<file path="config.mk">
export PLATFORM = sky130hd
export DESIGN_NAME = round_robin_task_scheduler_unit
export DESIGN_NICKNAME = d
export VERILOG_FILES = /design/src/rtl/core/rrts_pkg.sv /design/src/rtl/core/round_robin_task_scheduler_unit.sv /design/src/rtl/core/rrts_table_ram.sv /design/src/rtl/core/rrts_seq.sv
export SDC_FILE = /design/constraint.sdc
export NUM_CORES = 1
export LEC_CHECK = 0
export ABC_CLOCK_PERIOD_IN_PS = 15800
export BUFFER_PORTS_ARGS = -buffer_cell sky130_fd_sc_hd__buf_2
export CORE_ASPECT_RATIO = 1.75
export CORE_UTILIZATION = 55
export DETAILED_ROUTE_END_ITERATION = 12
export HOLD_SLACK_MARGIN = 0.08
export PLACE_DENSITY = 0.71
export SKIP_LAST_GASP = 1
export SLEW_MARGIN = 20
export SYNTH_ARGS = -nofsm -noshare
export SYNTH_HDL_FRONTEND = slang
export SYNTH_HIERARCHICAL = 1
export SYNTH_SLANG_ARGS = --single-unit
</file>
<file path="constraint.sdc">
create_clock -name clk -period 15.8 [get_ports clk]
set_clock_uncertainty 0.05 [all_clocks]
set_input_delay 3.16 -clock clk [delete_from_list [all_inputs] [get_ports clk]]
set_output_delay 3.16 -clock clk [all_outputs]
set_load 0.02 [all_outputs]
</file>
<file path="src/rtl/core/rrts_pkg.sv">
// Package with the constants, codes and types of the round-robin task scheduler.
`default_nettype none
package rrts_pkg;
	localparam int MaxTasks = 16;
	localparam int SlotW = $clog2(MaxTasks);
	localparam int CntW = $clog2(MaxTasks + 1);
	localparam logic [15:0] WaitTicksReset = 16'd10;

	typedef enum logic [2:0] {
		FUNC_TICK = 3'd0,
		FUNC_CREATE = 3'd1,
		FUNC_SLEEP = 3'd2,
		FUNC_EXIT = 3'd3,
		FUNC_WAIT = 3'd4
	} func_t;

	typedef enum logic [1:0] {
		ST_OK = 2'd0,
		ST_NONE = 2'd1,
		ST_FULL = 2'd2
	} status_t;

	// One table entry as stored in the task memory.
	typedef struct packed {
		logic [7:0] pid;
		logic [7:0] parent;
		logic [31:0] sleep;
		logic zombie;
		logic runnable;
	} entry_t;

	typedef enum logic [3:0] {
		S_INIT,
		S_IDLE,
		S_TICK_RD,
		S_TICK_WB,
		S_TICK_DONE,
		S_CUR_RD,
		S_CUR_DONE,
		S_SCAN_RD,
		S_SCAN_CHK,
		S_SHIFT_RD,
		S_SHIFT_WB,
		S_SHIFT_END,
		S_WR,
		S_PID_RD,
		S_REPORT
	} state_t;

	// Memory access request from the sequencer.
	typedef struct packed {
		logic rd;
		logic [SlotW-1:0] rd_addr;
		logic wr;
		logic [SlotW-1:0] wr_addr;
		entry_t wr_data;
	} mem_req_t;
endpackage
`default_nettype wire

</file>
<file path="src/rtl/core/round_robin_task_scheduler_unit.sv">
// Top level of the round-robin task scheduler with sleep timers.
//  channel | signals                                  | handshake
//  input   | func sleep_count new_parent new_runnable | start high while busy low
//  result  | switch_now current_pid result_pid status | done strobe, one cycle
//  config  | wait_sleep_ticks_we wait_sleep_ticks_wdata | taken on every we edge
// Each table walk reads one slot per cycle from the task memory, and a wait that
// reaps a child scans up to it and then shifts the rest.
// Reset is asynchronous; the first cycle after it clears the kernel slot, busy high.
// The result cannot be stalled; busy stays high until the strobe cycle.
`default_nettype none
module round_robin_task_scheduler_unit
	import rrts_pkg::*;
(
	input wire logic clk,
	input wire logic arst_n,
	input wire logic start,
	output logic busy,
	input wire logic [2:0] func,
	input wire logic [31:0] sleep_count,
	input wire logic [7:0] new_parent,
	input wire logic new_runnable,
	input wire logic wait_sleep_ticks_we,
	input wire logic [15:0] wait_sleep_ticks_wdata,
	output logic done,
	output logic switch_now,
	output logic [7:0] current_pid,
	output logic [7:0] result_pid,
	output logic [1:0] status,
	output logic halted
);
	logic [15:0] wait_q;
	mem_req_t req;
	entry_t rd_data;

	// Configuration register.
	always_ff @(posedge clk or negedge arst_n) begin
		if (!arst_n) begin
			wait_q <= WaitTicksReset;
		end else if (wait_sleep_ticks_we) begin
			wait_q <= wait_sleep_ticks_wdata;
		end
	end

	rrts_table_ram u_ram (.clk(clk), .req(req), .rd_data(rd_data));

	rrts_seq u_seq (
		.clk(clk), .arst_n(arst_n), .start(start), .func(func),
		.sleep_count(sleep_count), .new_parent(new_parent), .new_runnable(new_runnable),
		.wait_ticks(wait_q), .rd_data(rd_data), .req(req), .busy(busy), .done(done),
		.switch_now(switch_now), .current_pid(current_pid), .result_pid(result_pid),
		.status(status), .halted(halted)
	);
endmodule
`default_nettype wire

</file>
<file path="src/rtl/core/rrts_table_ram.sv">
// Task table memory: one write port and one registered read port.
`default_nettype none
module rrts_table_ram
	import rrts_pkg::*;
(
	input wire logic clk,
	input wire mem_req_t req,
	output entry_t rd_data
);
	entry_t mem [MaxTasks];

	// Write and registered read.
	always_ff @(posedge clk) begin
		if (req.wr) begin
			mem[req.wr_addr] <= req.wr_data;
		end
		if (req.rd) begin
			rd_data <= mem[req.rd_addr];
		end
	end
endmodule
`default_nettype wire

</file>
<file path="src/rtl/core/rrts_seq.sv">
// Sequencer that walks the task table for each item.
`default_nettype none
module rrts_seq
	import rrts_pkg::*;
(
	input wire logic clk,
	input wire logic arst_n,
	input wire logic start,
	input wire logic [2:0] func,
	input wire logic [31:0] sleep_count,
	input wire logic [7:0] new_parent,
	input wire logic new_runnable,
	input wire logic [15:0] wait_ticks,
	input wire entry_t rd_data,
	output mem_req_t req,
	output logic busy,
	output logic done,
	output logic switch_now,
	output logic [7:0] current_pid,
	output logic [7:0] result_pid,
	output logic [1:0] status,
	output logic halted
);
	state_t state_q, state_next;
	logic [2:0] func_q;
	logic [31:0] sleep_q;
	logic [7:0] parent_q;
	logic runnable_q;
	logic [SlotW-1:0] cur_q;
	logic [CntW-1:0] cnt_q;
	logic [SlotW-1:0] idx_q;
	logic [SlotW-1:0] rm_q;
	logic [SlotW-1:0] aft_q;
	logic aft_v_q;
	logic [SlotW-1:0] bef_q;
	logic bef_v_q;
	logic [7:0] key_q;
	entry_t cur_ent_q;
	logic sw_q;
	status_t st_q;
	logic [7:0] res_q;

	logic last_idx;
	logic [SlotW-1:0] idx_nxt;
	logic [CntW-1:0] cnt_dec;
	logic tick_hit;
	logic scan_hit;
	logic [SlotW-1:0] tick_sel;
	logic tick_v;
	logic [SlotW-1:0] exit_cur;

	assign last_idx = (CntW'(idx_q) + CntW'(1)) >= cnt_q;
	assign idx_nxt = idx_q + SlotW'(1);
	assign cnt_dec = cnt_q - CntW'(1);

	// A tick candidate is judged on its count after the decrement.
	assign tick_hit = (rd_data.pid != 8'd0) && rd_data.runnable && !rd_data.zombie
		&& (rd_data.sleep <= 32'd1);

	// Exit looks for the parent pid, wait for a zombie child of the caller.
	assign scan_hit = (func_q == FUNC_EXIT) ? (rd_data.pid == key_q)
		: (rd_data.parent == key_q && rd_data.zombie);

	// The first hit after the current slot wins, else the first from slot 0.
	assign tick_sel = aft_v_q ? aft_q : bef_q;
	assign tick_v = aft_v_q || bef_v_q;

	// Current slot after an exit without parent removed it.
	always_comb begin
		exit_cur = (CntW'(cur_q) >= cnt_dec) ? '0 : cur_q;
		if (exit_cur == '0 && cnt_dec > CntW'(1)) begin
			exit_cur = SlotW'(1);
		end
	end

	// Next state.
	always_comb begin
		state_next = state_q;
		unique case (state_q)
			S_INIT: state_next = S_IDLE;
			S_IDLE: begin
				if (start) begin
					if (cnt_q == '0) begin
						state_next = S_PID_RD;
					end else begin
						unique case (func)
							FUNC_TICK: state_next = (cnt_q < CntW'(2)) ? S_PID_RD : S_TICK_RD;
							FUNC_CREATE: state_next = (cnt_q >= CntW'(MaxTasks)) ? S_PID_RD : S_WR;
							FUNC_SLEEP: state_next = S_CUR_RD;
							FUNC_EXIT: state_next = S_CUR_RD;
							FUNC_WAIT: state_next = S_CUR_RD;
							default: state_next = S_PID_RD;
						endcase
					end
				end
			end
			S_TICK_RD: state_next = S_TICK_WB;
			S_TICK_WB: state_next = last_idx ? S_TICK_DONE : S_TICK_WB;
			S_TICK_DONE: state_next = S_PID_RD;
			S_CUR_RD: state_next = S_CUR_DONE;
			S_CUR_DONE: begin
				unique case (func_q)
					FUNC_EXIT: state_next = (rd_data.parent != 8'd0) ? S_SCAN_RD : S_SHIFT_RD;
					FUNC_WAIT: state_next = S_SCAN_RD;
					default: state_next = S_PID_RD;
				endcase
			end
			S_SCAN_RD: state_next = S_SCAN_CHK;
			S_SCAN_CHK: begin
				if (scan_hit) begin
					state_next = (func_q == FUNC_EXIT) ? S_PID_RD : S_SHIFT_RD;
				end else if (last_idx) begin
					state_next = S_PID_RD;
				end else begin
					state_next = S_SCAN_CHK;
				end
			end
			S_SHIFT_RD: begin
				state_next = (CntW'(rm_q) + CntW'(1) < cnt_q) ? S_SHIFT_WB : S_SHIFT_END;
			end
			S_SHIFT_WB: begin
				state_next = (CntW'(idx_q) + CntW'(2) < cnt_q) ? S_SHIFT_WB : S_SHIFT_END;
			end
			S_SHIFT_END: state_next = S_PID_RD;
			S_WR: state_next = S_PID_RD;
			S_PID_RD: state_next = S_REPORT;
			S_REPORT: state_next = S_IDLE;
			default: state_next = S_IDLE;
		endcase
	end

	// Memory requests per state.
	always_comb begin
		req = '0;
		unique case (state_q)
			S_INIT: begin
				// The kernel task slot starts out cleared.
				req.wr = 1'b1;
				req.wr_addr = '0;
				req.wr_data = '0;
			end
			S_TICK_RD: begin
				req.rd = 1'b1;
				req.rd_addr = '0;
			end
			S_TICK_WB: begin
				req.rd = !last_idx;
				req.rd_addr = idx_nxt;
				req.wr = 1'b1;
				req.wr_addr = idx_q;
				req.wr_data = rd_data;
				if (rd_data.sleep != 32'd0) begin
					req.wr_data.sleep = rd_data.sleep - 32'd1;
				end
			end
			S_CUR_RD: begin
				req.rd = 1'b1;
				req.rd_addr = cur_q;
			end
			S_CUR_DONE: begin
				if (func_q == FUNC_SLEEP) begin
					req.wr = 1'b1;
					req.wr_addr = cur_q;
					req.wr_data = rd_data;
					req.wr_data.sleep = sleep_q;
				end else if (func_q == FUNC_EXIT && rd_data.parent != 8'd0) begin
					req.wr = 1'b1;
					req.wr_addr = cur_q;
					req.wr_data = rd_data;
					req.wr_data.zombie = 1'b1;
				end
			end
			S_SCAN_RD: begin
				req.rd = 1'b1;
				req.rd_addr = '0;
			end
			S_SCAN_CHK: begin
				req.rd = !scan_hit && !last_idx;
				req.rd_addr = idx_nxt;
				if (scan_hit && func_q == FUNC_EXIT) begin
					// Wake the parent.
					req.wr = 1'b1;
					req.wr_addr = idx_q;
					req.wr_data = rd_data;
					req.wr_data.sleep = 32'd0;
				end else if (!scan_hit && last_idx && func_q == FUNC_WAIT) begin
					// No zombie child: the caller sleeps.
					req.wr = 1'b1;
					req.wr_addr = cur_q;
					req.wr_data = cur_ent_q;
					req.wr_data.sleep = 32'(wait_ticks);
				end
			end
			S_SHIFT_RD: begin
				req.rd = 1'b1;
				req.rd_addr = rm_q + SlotW'(1);
			end
			S_SHIFT_WB: begin
				req.rd = CntW'(idx_q) + CntW'(2) < cnt_q;
				req.rd_addr = idx_q + SlotW'(2);
				req.wr = 1'b1;
				req.wr_addr = idx_q;
				req.wr_data = rd_data;
			end
			S_WR: begin
				req.wr = 1'b1;
				req.wr_addr = cnt_q[SlotW-1:0];
				req.wr_data = '{pid: 8'(cnt_q + CntW'(1)), parent: parent_q,
					sleep: 32'd0, zombie: 1'b0, runnable: runnable_q};
			end
			S_PID_RD: begin
				req.rd = 1'b1;
				req.rd_addr = cur_q;
			end
			default: begin
			end
		endcase
	end

	// Sequencer registers.
	always_ff @(posedge clk or negedge arst_n) begin
		if (!arst_n) begin
			state_q <= S_INIT;
			func_q <= '0;
			sleep_q <= '0;
			parent_q <= '0;
			runnable_q <= 1'b0;
			cur_q <= '0;
			cnt_q <= CntW'(1);
			idx_q <= '0;
			rm_q <= '0;
			aft_q <= '0;
			aft_v_q <= 1'b0;
			bef_q <= '0;
			bef_v_q <= 1'b0;
			key_q <= '0;
			cur_ent_q <= '0;
			sw_q <= 1'b0;
			st_q <= ST_NONE;
			res_q <= '0;
			done <= 1'b0;
			switch_now <= 1'b0;
			current_pid <= '0;
			result_pid <= '0;
			status <= '0;
			halted <= 1'b0;
		end else begin
			state_q <= state_next;
			done <= (state_q == S_REPORT);
			unique case (state_q)
				S_IDLE: begin
					if (start) begin
						func_q <= func;
						sleep_q <= sleep_count;
						parent_q <= new_parent;
						runnable_q <= new_runnable;
						sw_q <= 1'b0;
						res_q <= 8'd0;
						aft_v_q <= 1'b0;
						bef_v_q <= 1'b0;
						if (cnt_q != '0 && func == FUNC_CREATE && cnt_q >= CntW'(MaxTasks)) begin
							st_q <= ST_FULL;
						end else begin
							st_q <= ST_NONE;
						end
					end
				end
				S_TICK_RD: begin
					idx_q <= '0;
				end
				S_TICK_WB: begin
					if (tick_hit) begin
						if (idx_q > cur_q) begin
							if (!aft_v_q) begin
								aft_q <= idx_q;
								aft_v_q <= 1'b1;
							end
						end else if (!bef_v_q) begin
							bef_q <= idx_q;
							bef_v_q <= 1'b1;
						end
					end
					idx_q <= idx_nxt;
				end
				S_TICK_DONE: begin
					if (tick_v && tick_sel != cur_q) begin
						cur_q <= tick_sel;
						sw_q <= 1'b1;
						st_q <= ST_OK;
					end
				end
				S_CUR_DONE: begin
					key_q <= (func_q == FUNC_EXIT) ? rd_data.parent : rd_data.pid;
					cur_ent_q <= rd_data;
					rm_q <= cur_q;
					if (func_q == FUNC_SLEEP || func_q == FUNC_EXIT) begin
						st_q <= ST_OK;
					end
				end
				S_SCAN_RD: begin
					idx_q <= '0;
				end
				S_SCAN_CHK: begin
					if (scan_hit && func_q == FUNC_WAIT) begin
						res_q <= rd_data.pid;
						st_q <= ST_OK;
						rm_q <= idx_q;
					end
					idx_q <= idx_nxt;
				end
				S_SHIFT_RD: begin
					idx_q <= rm_q;
				end
				S_SHIFT_WB: begin
					idx_q <= idx_nxt;
				end
				S_SHIFT_END: begin
					// The entry is gone; place the current slot in the shorter table.
					cnt_q <= cnt_dec;
					if (func_q == FUNC_EXIT) begin
						cur_q <= exit_cur;
						sw_q <= (cnt_dec != '0);
					end else if (rm_q == cur_q) begin
						if (CntW'(cur_q) >= cnt_dec) begin
							cur_q <= '0;
						end
						sw_q <= (cnt_dec != '0);
					end else if (cur_q > rm_q) begin
						cur_q <= cur_q - SlotW'(1);
					end
				end
				S_WR: begin
					cnt_q <= cnt_q + CntW'(1);
					res_q <= 8'(cnt_q + CntW'(1));
					st_q <= ST_OK;
				end
				S_REPORT: begin
					switch_now <= sw_q;
					current_pid <= (cnt_q == '0) ? 8'd0 : rd_data.pid;
					result_pid <= res_q;
					status <= st_q;
					halted <= (cnt_q == '0);
				end
				default: begin
				end
			endcase
		end
	end

	assign busy = (state_q != S_IDLE);
endmodule
`default_nettype wire

</file>
Word level (Yosys, flattened, before mapping). Memories as Yosys holds them, arrays and structs flattened. A register that Yosys moved wholly into a read port is not among the register bits. Index checks and enable logic that the tools add are counted.

Bits of input ports: 64. Register bits: 149. Memory bits (writable): 800. Memories kept: 1. Logic and storage cells: 197. Output and inout bits: 22.

Memory list: u_ram.mem (words 16, width 50, read ports 1, clocked after memory_dff 1, write ports 1, line rrts_table_ram.sv:10) `entry_t mem [MaxTasks];`.

Reductions and logical operators: 51. Add/subtract/negate cells: 11. Muxes and demuxes: 58. $lt $le $gt $ge: 10. Equal/unequal tests: 35. Bitwise logic cells: 3.

Operators with widths (count): $pmux 55 s6 (1); $mux 55 (4); $mux 4 (13); $pmux 4 s11 (1); $le 32x1->1 const B (1); $mux 32 (1); $mux 8 (4); $reduce_bool 32->1 (1); $sub 32x1->32 const B (1); $pmux 5 s6 (1); $eq 4x4->1 const B (7); $pmux 4 s2 (3); $pmux 4 s3 (2); $pmux 8 s3 (1); $reduce_and 4->1 (5); $eq 4x3->1 const B (4); $eq 8x8->1 (2); $reduce_bool 8->1 (2); $reduce_bool 5->1 (3); $logic_and 1x1->1 (14); $mux 1 (14); $eq 3x2->1 const B (4); $add 4x1->5 const B (2); $lt 5x5->1 (2); 42 further kinds (75).

Logic depth before layout (Yosys ltp). Gate-level depths: netlist of the first run.

Depth after elaboration: 11. Gate-level depth with buffers: 12. Depth with buffers taken out: 11.

By module. Netlist of the first run, hierarchy kept.

By module, submodules not included: rrts_table_ram (area each 31411.4 µm², times used 1, seq. area each 25524.5 µm², cells an instance 1294); rrts_seq (area each 8902.3 µm², times used 1, seq. area each 3330.7 µm², cells an instance 977); round_robin_task_scheduler_unit (area each 651.9 µm², times used 1, seq. area each 402.9 µm², cells an instance 34).

Least setup slack after synthesis of the first run. OpenSTA, ideal clock, no wires.

Path kind: register to register. Start point: reg u_seq.idx_q[1]. End point: mem u_ram/mem[0][0] in the netlist's numbering, enable pin. Required time: 15231 ps. Path buffers: 1. Clock period less this slack: 6934 ps. Arrival time: 6365 ps. Setup slack: 8866 ps. Stages on the path, launching flop included: 13. Library setup time: 519 ps. Cell sequence: dfrtp_1 ha_1 xor2_1 ha_1 a21oi_1 o21ai_0 a31oi_1 nor4b_4 buf_2 nor2_1 o21ai_0 or3b_2 nor3_1.

RTL lines: from (decl) (line rrts_seq.sv:31) `logic [SlotW-1:0] idx_q;`; from (signal assigned) (line rrts_seq.sv:283) `idx_q <= idx_nxt;`; from (signal assigned) (line rrts_seq.sv:309) `idx_q <= idx_nxt;`; from (signal assigned) (line rrts_seq.sv:312) `idx_q <= rm_q;`; to (decl) (line rrts_table_ram.sv:10).

==> results.toml, run 1 <==
[floorplan]
die_width_um = 208
io-pin-count = 86
initial_utilization = 0.555
rows = 132
die_area_um2 = 75600
core_region_area_um2 = 73800
fp.dieH_um = 363

[timing]
fin_crit_sh = 0.372
hold_viol = 0
fmax_mhz = 170
rsz0062_at_grt = "false"
worst_pin_slew_ns = 1.11
setup_viol = 0
fin_tns_setup_ns = 0
min_period_ns = 5.88
slew_violations = 0
slew_headroom = 0.261

[cts]
clock_sinks = 999
ctsResizeCount = 0
hold_buffers = 0
clkTransAtPathRegs_ns = 0.07
htreeDepth = 3
cts_setup_buffers = 0
cts_tree = "yes"
root_buffer = "clkbuf_16"
max-clock-path-buffers = 3
clock_latency_ns = 0.67
cts_buffers = 86

[setup_path]
endpoint_kind = "flop"
crit_path_end = "u_ram/mem[2][45]$_DFFE_PP_"
r2r_start = "u_seq/idx_q[0]$_DFFE_PN0P_"
crit_start = "u_seq/idx_q[0]$_DFFE_PN0P_"
cp.arrival_ns = 6.12
cp_data_required_time_ns = 16.04
path_max_fanout = 36
path_class = "reg -> reg"
r2r-end = "u_ram/mem[2][45]$_DFFE_PP_"
reg2reg_slack_ns = 9.92
rr_worst_depth = 14
cp-start-kind = "flop"

[layout]
post-route-util = 0.615
syn2layout_area_growth_pct = 10.9
nets = 2499
drive_above_1_share = 0.248
num_antenna_cells = 0

[global_route]
grt_use_met3 = 0.0409
grt.total_usage = 0.270
top_usage_layer = "met2"
grt_use_met2 = 0.480
met1_usage = 0.320
antenna_found_initial = 2
grt_remaining_overflow = 0
grt_pass1_vias = 23200
grt_pass1_wl_um = 148000
grt_max_degree = 106

[pwr]
swShare = 0.339
pwr-share-comb = 0.347
internal_power_mw = 6.07
pwr-share-clk = 0.232
p_per_area_nw_per_um2 = 202
p_sw_mw = 3.12
vdd_drop_max_mv = 0.243
leakagePower_nw = 15.6
seqPwrFrac = 0.422

[synth]
avgSynthCellArea_um2 = 17.8
ys_ff_latch = 999
synth_edf_count = 850
synth_area_um2 = 41000
ys.flop_type = "edfxtp_1"
ys_types = 84
synth_top_area_cell = "edfxtp_1"
yosysSeqAreaShare = 0.714
ys.warnings.count = 6
syn_inst = 2305
synthArstFlopShare = 0.149
syn-num-nets = 2405
yosys-top-cells-area = "edfxtp_1 62%, mux4_2 11%, dfrtp_1 8.9%"
synth_top_area_frac = 0.623

[worst_hold_path]
holdCritStartpoint = "u_seq/result_pid[7]$_DFFE_PN0P_"
hold_class = "reg -> reg"

[route]
drt_iter0_markers = 2270
wl_per_cell_um = 29.3
vias = 22500
viasPerCell = 6.59
firstDrtPassIters = 9
routed_wl_um = 100000
ant_nets = 0
drc = 0

[outcome]
status = "finished, final reports clean"

[place]
gp_congestion = 0.927
post-dp-hpwl_um = 57200
io_buffers = 85

[job]
drv_cap = 0
==> worst min path at each step <==
| stage | end | cells past startpoint | slack [ns] |
|---|---|---|---|
| 5_1_grt | u_seq/result_pid[5]$_DFFE_PN0P_ | 2 | 0.45 |
| 6_report | u_seq/result_pid[7]$_DFFE_PN0P_ | 2 | 0.43 |
| 3_3_place_gp | u_seq/result_pid[5]$_DFFE_PN0P_ | 2 | 0.40 |
| 2_1_floorplan | u_seq/status[1]$_DFFE_PN0P_ | 2 | 0.38 |
| 3_5_place_dp | u_seq/result_pid[1]$_DFFE_PN0P_ | 2 | 0.41 |
| 4_1_cts | u_seq/result_pid[7]$_DFFE_PN0P_ | 2 | 0.43 |
==> cell usage after synthesis (all sizes together) (13+ instances only) <==
| cell type | instances |
|---|---|
| a31oi | 19 |
| o21ai | 60 |
| a21oi | 38 |
| nor2b | 13 |
| a22oi | 120 |
| or3 | 13 |
| ha | 36 |
| a222oi | 15 |
| nor2 | 73 |
| buf | 47 |
| clkbuf | 86 |
| mux4 | 200 |
| nor4 | 17 |
| edfxtp | 850 |
| dfrtp | 145 |
| nor3 | 32 |
| xnor2 | 32 |
| inv | 30 |
| nand3 | 24 |
| nand2 | 185 |
| mux2 | 91 |
==> layout by cell type, fill, tap and decap left out, drive strengths merged, types with 36 or more instances in the layout <==
master  count
edfxtp    850
mux4      200
nand2     185
dfrtp     145
buf       139
a22oi     120
clkbuf    113
mux2       91
nor2       73
o21ai      60
a21oi      38
inv        38
ha         36
==> metal layers <==
layer	vias up	share of wire
met5	-	0.00028
met4	4	0.045
met3	267	0.067
met2	1096	0.53
met1	11600	0.35
li1	9487	-
==> through the flow <==
stage                     total power, mW  instances  worst slack, ns  cell area (um^2)  hold slack (ns)
after CTS                            9.24       3408             9.96             45400            0.431
after detailed placement             7.10       3248             9.99             42600            0.414
after global routing                 9.58       3409             9.54             45400            0.453
after global placement               7.02       3248            10.20             42600            0.402
after floorplan                      6.14       2305             8.87             41000            0.383
final                                9.19       3409             9.92             45400            0.427
==> layout make-up <==
cell class                      instances  area [um^2]
Inverter                               30          113
Clock buffer                          113         2380
Tap cell                              938         1170
Clock inverter                         47          452
Sequential cell                       999        29300
Fill cell                            5154        28400
Timing Repair Buffer                  139          853
Multi-Input combinational cell       1143        11200
==> worst max-delay path, stage by stage (launching register included) <==
cell	delay (ns)
dfrtp_1	0.54
ha_1	0.33
xor2_1	0.18
ha_1	0.32
nand2_1	0.06
o21ai_0	0.17
a31oi_1	0.11
buf_4	0.19
nor4b_4	0.26
buf_4	0.49
nor2_1	0.15
o21ai_0	0.79
nand2b_1	0.47
nor2_4	0.61
buf_4	0.72
==> kinds of logic (layout without fill, tap and decap cells) <==
family                   count (synthesis)  after routing  synth area share
flip-flops                             999            999             0.714
AO/OA/AOI/OAI                          345            345            0.0603
buffers and inverters                  163            329            0.0172
AND/OR/NAND/NOR                        418            418            0.0498
multiplexers                           301            301             0.138
adder cells (fa/ha/maj)                 36             36            0.0110
XOR/XNOR                                43             43           0.00919
==> registers in the layout, indices dropped and copies added (netlist names), 3 cells and up <==
name,count
u_ram/mem,800
u_ram/rd_data,50
u_seq/aft_q,4
u_seq/bef_q,4
u_seq/cnt_q,5
u_seq/cur_ent_q,18
u_seq/cur_q,4
u_seq/current_pid,8
u_seq/func_q,3
u_seq/idx_q,4
u_seq/key_q,8
u_seq/parent_q,8
u_seq/res_q,8
u_seq/result_pid,8
u_seq/rm_q,4
u_seq/sleep_q,32
u_seq/state_q,4
wait_q,16
==> power by group through the flow <==
stage | clock network, mW | registers, mW | logic [mW]
2_1_floorplan | 0 | 3.75 | 2.39
3_3_place_gp | 0 | 3.90 | 3.12
3_5_place_dp | 0 | 3.92 | 3.18
4_1_cts | 2.17 | 3.87 | 3.21
5_1_grt | 2.26 | 3.90 | 3.42
6_report | 2.13 | 3.87 | 3.18
(Power assumes the default switching activity.)
==> run 2, diff against run 1 <==
- ABC_CLOCK_PERIOD_IN_PS: 15800 -> 5490
- clock period: 15.8 -> 5.49 ns (I/O delays scaled with it)
==> run 2 against run 1 <==
Effect of this change:
- worst setup slack got worse by 9.4 ns
- final area rose by 1.3%
- register-to-register slack got worse by 9.4 ns
- non-clock buffer count rose by 21
- core utilization rose by 0.79 points
- cell count rose by 0.67%
- combinational power rose to 3.0 times the previous value
- sequential share of layout area fell by 0.82 points
- total power rose to 2.9 times the previous value
- via count rose by 0.35%
- fmax rose by 18%
- largest cell class unchanged
- highest routed layer is now met4
==> results.toml, run 2 (synthesis gave the netlist of run 1 again) <==
[outcome]
status = "finished, final reports clean"

[place]
dp_slack_ns = 0.702
gp_congestion = 0.952
post-dp-hpwl_um = 61500
placed_area_um2 = 43000
io_buffers = 85
placed_cells = 3270

[floorplan]
initial_utilization = 0.555
fp.dieH_um = 363
io-pin-count = 86
rows = 132
die_area_um2 = 75600
core_region_area_um2 = 73800
die_width_um = 208

[setup_path]
endpoint_kind = "flop"
path_cells = "ha_1, xor2_1, ha_1, nand2_1, o21ai_0, a31oi_1, nor3b_1, nor4b_1, o311ai_0, nand3b_1, nor2_4, buf_12"
path_class = "reg -> reg"
crit_path_max_incr_delay_ns = 0.80
cp-start-kind = "flop"
cpMostUsedCell = "ha_1"
cpMaxStageDelayCell = "o311ai_0"
path_max_fanout = 23
cp_data_required_time_ns = 5.79
cp.arrival_ns = 5.28

[global_route]
met1_usage = 0.323
grt.total_usage = 0.274
grt_pass1_vias = 23600
top_usage_layer = "met2"
grt_use_met2 = 0.486
grt_remaining_overflow = 0
antenna_found_initial = 1
grt_max_degree = 60
grt_pass1_wl_um = 150000
grt_use_met3 = 0.0446

[pwr]
vdd_drop_max_mv = 0.466
leakagePower_nw = 15.8
p_per_area_nw_per_um2 = 586

[layout]
postLayoutCellArea_um2 = 46000
finalNonFillerCells = 3432
largest-register = "u_ram/mem"
fillerInstances = 5082
largestRegisters = "u_ram/mem: 800 flops, u_ram/rd_data: 50 flops, u_seq/sleep_q: 32 flops"
num_antenna_cells = 0
post-route-util = 0.623
largest_reg_flops = 800
nets = 2522
syn2layout_area_growth_pct = 12.3
drive_above_1_share = 0.255
final_cell_mix = "850 x edfxtp_1, 200 x mux4_2, 185 x nand2_1"
mostFrequentLayoutCell = "edfxtp_1"

[timing]
hold_viol = 0
fmax_mhz = 201
fin_crit_sh = 0.906
slew_violations = 0
slew_headroom = 0.205
rsz0062_at_grt = "false"
fin_hold_ws_ns = 0.341
worst_pin_slew_ns = 1.18
fin_ws_ns = 0.517
min_period_ns = 4.97
setup_viol = 0

[route]
viasPerCell = 6.56
drt_iter0_markers = 2559
wl_per_cell_um = 29.3
vias = 22500
routed_wl_um = 101000
firstDrtPassIters = 8
drc = 0
ant_nets = 0

[cts]
max-clock-path-buffers = 3
clkTransAtPathRegs_ns = 0.07
htreeDepth = 3
clock_latency_ns = 0.68
cts_buffers = 88
ctsResizeCount = 0
clock_sinks = 999
cts_setup_buffers = 0
hold_buffers = 0
cts_tree = "yes"
root_buffer = "clkbuf_16"

[worst_hold_path]
hold_class = "in -> async"

[job]
drv_cap = 0
## run 2: final timing paths
check / startpoint / end / slack (ns) / cells after the start
worst max-delay path: u_seq/idx_q[1]$_DFFE_PN0P_ / u_ram/mem[6][25]$_DFFE_PP_ / 0.52 / 12
max in group asynchronous: arst_n / u_seq/sleep_q[8]$_DFFE_PN0P_ / 3.90 / 2
worst max register to register: u_seq/idx_q[1]$_DFFE_PN0P_ / u_ram/mem[6][25]$_DFFE_PP_ / 0.52 / 12
worst min register to register: u_seq/status[1]$_DFFE_PN0P_ / u_seq/status[1]$_DFFE_PN0P_ / 0.42 / 2
worst min-delay path: arst_n / u_seq/sleep_q[22]$_DFFE_PN0P_ / 0.34 / 1
min in group clk: u_seq/status[1]$_DFFE_PN0P_ / u_seq/status[1]$_DFFE_PN0P_ / 0.42 / 2
## run 2: worst max-delay path: cells and delay by family (launching register included)
kind | cells | cell delay, ns
adders and majority gates | 2 | 0.63
and+or+nand+nor | 5 | 1.58
buffers and inverters | 1 | 0.28
AOI/OAI and AO/OA | 3 | 1.32
DFF | 1 | 0.64
xor gates and xnor gates | 1 | 0.12
## run 2: power by group
part / internal, mW / switching, mW / total [mW] / leakage, nW
registers: 10.1 / 0.984 / 11.1 / 9.77
clock network: 3.69 / 2.75 / 6.44 / 1.47
logic: 4.10 / 5.32 / 9.42 / 4.57
total: 17.9 / 9.05 / 26.9 / 15.8
## run 2: final cells by class
type,count,area [um^2],area share
clock buffer,113,2410,0.0523
clock inverter,49,604,0.0131
inverter,30,113,0.00245
multi-input combinational,1143,11200,0.244
sequential,999,29300,0.636
tap,938,1170,0.0255
timing repair buffer,160,1240,0.0271
## run 2: stage by stage
step	setup TNS [ns]	total power, mW
2_1_floorplan	-147.38	17.6
3_3_place_gp	0	20.4
3_5_place_dp	0	20.6
4_1_cts	0	27.1
5_1_grt	0	28.1
6_report	0	26.9
## run 2: routing by layer
layer,up-vias,routed length (um)
met4,0,4790
met3,243,7640
met5,-,0
li1,9539,-
met1,11600,35000
met2,1135,53300
